--- src/sv/swmf_pkg.sv ---
// Shared constants, types and helper functions of the sliding window median filter.
`default_nettype none

package swmf_pkg;

   // Filter geometry and pixel format.
   localparam int WINDOW     = 3;
   localparam int MAX_WIDTH  = 2048;
   localparam int PIXEL_BITS = 32;
   localparam int MAX_ROWS   = 4096;

   localparam int HALF     = WINDOW / 2;
   localparam int AREA     = WINDOW * WINDOW;
   localparam int LB_COUNT = WINDOW - 1;
   localparam int MED_IDX  = AREA / 2;

   // Widths of the fixed word fields.
   localparam int WORD_BITS      = 32;
   localparam int ROW_FIELD_BITS = 12;
   localparam int COL_FIELD_BITS = 11;

   // Counter and register widths.
   localparam int COL_BITS  = $clog2(MAX_WIDTH);
   localparam int WB        = COL_BITS + 1;
   localparam int ROW_BITS  = 12;
   localparam int H_BITS    = 13;
   localparam int LW_BITS   = 12;
   localparam int SLOT_BITS = (LB_COUNT > 1) ? $clog2(LB_COUNT) : 1;

   // Configuration port.
   localparam int CSR_INDEX_BITS = 1;
   localparam int CSR_DATA_BITS  = 13;
   localparam logic [CSR_INDEX_BITS-1:0] CSR_LINE_WIDTH   = 1'd0;
   localparam logic [CSR_INDEX_BITS-1:0] CSR_FRAME_HEIGHT = 1'd1;
   localparam int LINE_WIDTH_RESET   = 640;
   localparam int FRAME_HEIGHT_RESET = 480;

   typedef logic [PIXEL_BITS-1:0] pixel_type;
   typedef logic [AREA-1:0][PIXEL_BITS-1:0] window_type;
   typedef logic [SLOT_BITS-1:0] slot_type;

   // Position data that travels with a window through the sorting chain.
   typedef struct packed {
      logic [ROW_FIELD_BITS-1:0] row;
      logic [COL_FIELD_BITS-1:0] col;
      logic                      last;
   } meta_type;

   // Next line buffer slot, wrapping over the buffer count.
   function automatic slot_type slot_next(input slot_type s);
      slot_type r;
      if (s == SLOT_BITS'(LB_COUNT - 1)) begin
         r = '0;
      end else begin
         r = s + 1'b1;
      end
      return r;
   endfunction

endpackage

`default_nettype wire

--- src/sv/swmf_sort_cell.sv ---
// One cell of the odd-even transposition sorting chain.
`default_nettype none

module swmf_sort_cell import swmf_pkg::*; (
   input  wire logic       clock,
   input  wire logic       reset,
   input  wire logic       odd_phase,
   input  wire logic       up_valid,
   output logic            up_ready,
   input  wire window_type up_vals,
   input  wire meta_type   up_meta,
   output logic            dn_valid,
   input  wire logic       dn_ready,
   output window_type      dn_vals,
   output meta_type        dn_meta
);

   logic       valid_ff;
   window_type vals_ff;
   window_type vals_in;
   meta_type   meta_ff;

   assign up_ready = !valid_ff || dn_ready;
   assign dn_valid = valid_ff;
   assign dn_vals  = vals_ff;
   assign dn_meta  = meta_ff;

   // Compare-exchange on every pair that starts at this cell's parity.
   always_comb begin
      vals_in = up_vals;
      for (int i = 0; i < AREA - 1; i++) begin
         if ((1'(i) == odd_phase) && (up_vals[i] > up_vals[i+1])) begin
            vals_in[i]   = up_vals[i+1];
            vals_in[i+1] = up_vals[i];
         end
      end
   end

   always_ff @(posedge clock) begin
      if (reset) begin
         valid_ff <= 1'b0;
      end else if (up_ready) begin
         valid_ff <= up_valid;
      end
   end

   always_ff @(posedge clock) begin
      if (up_ready && up_valid) begin
         vals_ff <= vals_in;
         meta_ff <= up_meta;
      end
   end

endmodule

`default_nettype wire

--- config.mk ---
export PLATFORM = sky130hd
export DESIGN_NAME = swmf_sort_cell
export DESIGN_NICKNAME = d
export VERILOG_FILES = /design/src/sv/swmf_pkg.sv /design/src/sv/swmf_sort_cell.sv
export SDC_FILE = /design/constraint.sdc
export NUM_CORES = 1
export LEC_CHECK = 0
export BUFFER_PORTS_ARGS = -buffer_cell sky130_fd_sc_hd__buf_2
export CELL_PAD_IN_SITES_DETAIL_PLACEMENT = 1
export CELL_PAD_IN_SITES_GLOBAL_PLACEMENT = 1
export CORE_ASPECT_RATIO = 1.4
export CORE_MARGIN = 5
export CORE_UTILIZATION = 32
export DETAILED_ROUTE_END_ITERATION = 7
export PLACE_DENSITY = 0.63
export RECOVER_POWER = 100
export SLEW_MARGIN = 20
export SYNTH_ARGS = -nofsm -noshare
export SYNTH_HDL_FRONTEND = slang
export SYNTH_SLANG_ARGS = --single-unit
--- constraint.sdc ---
create_clock -name clock -period 10.4 [get_ports clock]
set_input_delay 0.52 -clock clock [delete_from_list [all_inputs] [get_ports clock]]
set_output_delay 0.52 -clock clock [all_outputs]
set_load 0.05 [all_outputs]
==> flow_metrics.tcl <==
set metrics [dict create \
    cts_root_buf "clkbuf_16" \
    numPortBuffers 630 \
    syn_to_final_growth_pct 22.3 \
    outcome "complete, but fails checks" \
    synth_common_cells "edfxtp_1, a21oi_1, mux2i_1, inv_1, ha_1" \
    chipWidth_um 227 \
    initial_core_util_pct 32.3 \
    globalplace.congestion 0.851 \
    critPathKind "reg -> reg" \
    synth_edf_count 312 \
    synth.ff_latch_count 313 \
    drc_errors 0 \
    pin_count 631 \
    min_period_ns 6.57 \
    avgSynthCellArea_um2 10.3 \
    track_usage_pct 22.6 \
    setup_viol 0 \
    end_kind "flop" \
    clockBufferDepth 3 \
    viasPerCell 5.13 \
    syn_nets 2615 \
    grt_pass1_vias 19900 \
    cp.required_ns 10.57 \
    core_area_um2 65400 \
    seq_area_frac_synth_pct 44.4 \
    rows 111 \
    tritoncts.num_buffers 37 \
    yosysTopAreaCellShare_pct 44.4 \
    yosysTopAreaCell "edfxtp_1" \
    synthSimpleGateAreaFrac_pct 8.97 \
    synth-adder-area-share_pct 15.2 \
    async_flop_share_pct 0 \
    cts_hold_buf 0 \
    numClockSinks 313 \
    synth_top_family_by_area "adder cells" \
    synth_cells 2042 \
    wl_per_cell_um 23.9 \
    multi_input_area_um2 10400 \
    fin_area_um2 25800 \
    totalWireLength_mm 84.5 \
    crit_arrival_ns 6.74 \
    antenna_left 0 \
    yosys_warnings 0 \
    hold_class "in -> reg" \
    maxCapViolCount 9 \
    post_dp_cell_area_um2 25200 \
    relSlewSlack_pct -220 \
    vdd_drop_max_v 0.000108 \
    failed_checks "max-capacitance violations, max-slew violations" \
    fill_cells 7667 \
    final_hold_viol_count 0 \
    grt-ovfl-total 0 \
    start_kind "flop" \
    die_y_um 314 \
    syn_area_um2 21100 \
    max_freq_mhz 152 \
    clkLatencyLatePin_ns 0.56 \
    powerDensity_nw_per_um2 158 \
    dp_slack_ns 5.42 \
    post-dp-hpwl_mm 67.3 \
    cts_tree "done" \
    p_leak_nw 12.5 \
    drtIter0Drc 988 \
    grt_max_degree 80 \
    fin_skew_ns 0.0134 \
    synth_cell_types 40 \
    htree_levels 2 \
    clk_pin_slew_ns 0.06 \
    rsz0062_at_grt "no" \
    cp_max_fo 79 \
    synth.area.mux_share_pct 13.7 \
    yosysMostFrequentCell "edfxtp_1" \
    dieArea_um2 71300 \
    nets 3224 \
    synth_compound_area_share_pct 11.3 \
    final.setup.worst_slack_ns 3.83 \
    firstDrtPassIters 5 \
    cts_resized 0 \
    vias 18100 \
    worst_pin_slew_ns 4.81 \
    drive_above_1_share_pct 14.4 \
    fin_crit_sh_pct 63.2 \
    synthTopCellsByArea "edfxtp_1, ha_1, mux2i_1" \
    regArea_um2 9390 \
    tns_ns 0 \
    postCtsSetupBuffers 0 \
    synthFlopType "edfxtp_1" \
    synth_xor_area_share_pct 0 \
    grt_pass1_wl_mm 123 \
    antenna_found_initial 15 \
    drv_slew 408 \
]
[path summary, 6_finish.rpt]
path,to,cells after the start,slack (ns),startpoint
worst max-delay path,dn_vals[22],4,3.83,dn_valid
worst min-delay path,dn_valid,2,0.12,reset
worst max register to register,dn_vals[22],4,3.83,dn_valid
worst min register to register,dn_valid,2,0.54,dn_valid
[layout make-up]
type                       instances  share of cell area, %
clock inverter                    20                  0.687
inverter                         258                   3.75
tap                              847                   4.10
sequential                       313                   36.3
timing repair buffer             648                   11.1
antenna                           11                  0.107
clock buffer                      45                   3.70
multi-input combinational       1393                   40.2
[power breakdown]
part	switching, mW	leakage, nW	internal [mW]
Sequential	0.0429	3.01	1.55
Combinational	0.888	8.97	0.322
Clock	0.555	0.549	0.729
Total	1.49	12.5	2.60
[layout by cell type, fill, tap and decap left out, types with 9 or more instances in the layout]
master	count
nand2_1	77
clkbuf_16	37
inv_1	258
buf_4	12
nand4_1	60
ha_1	256
o21ai_0	50
diode_2	11
nor3_1	11
a21o_1	19
edfxtp_1	312
buf_2	311
a21oi_1	302
clkbuf_1	333
nand3_1	37
o211ai_1	9
nor2_1	210
mux2i_1	286
[worst max-delay path: stages, from the launching register on]
cell      delay [ns]
dfxtp_1         0.32
nand2b_1        0.11
and2_0          3.40
buf_4           1.15
buf_4           0.96
[state kept, by name, summed over array words and instances, names as in the netlist]
| signal | flops |
|---|---|
| dn_vals | 288 |
| dn_valid | 1 |
| dn_meta | 24 |
[stage by stage]
step,utilization (%),total power [mW],cells,hold slack (ns)
floorplan,-,2.45,2042,0.589
global placement,38.5,2.82,3459,0.521
detailed placement,38.5,2.85,3459,0.526
CTS,40.2,4.15,3524,0.0768
global route,39.5,4.27,3534,0.102
finish,39.5,4.08,3535,0.119
[per-layer routing]
metal  routed length, um  track usage, %  vias up
met4                3080            8.40        6
met5                  42               0        -
met1               33600            26.6     8799
li1                    -               -     8639
met2               43000            40.3      543
met3                4830            4.55      133
[logic make-up after synthesis]
kind of cell / Yosys count
AOI/OAI and AO/OA: 425
adders and majority gates: 256
buffers and inverters: 336
DFF: 313
muxes: 288
and+or+nand+nor: 424
(Power assumes the default switching activity.)
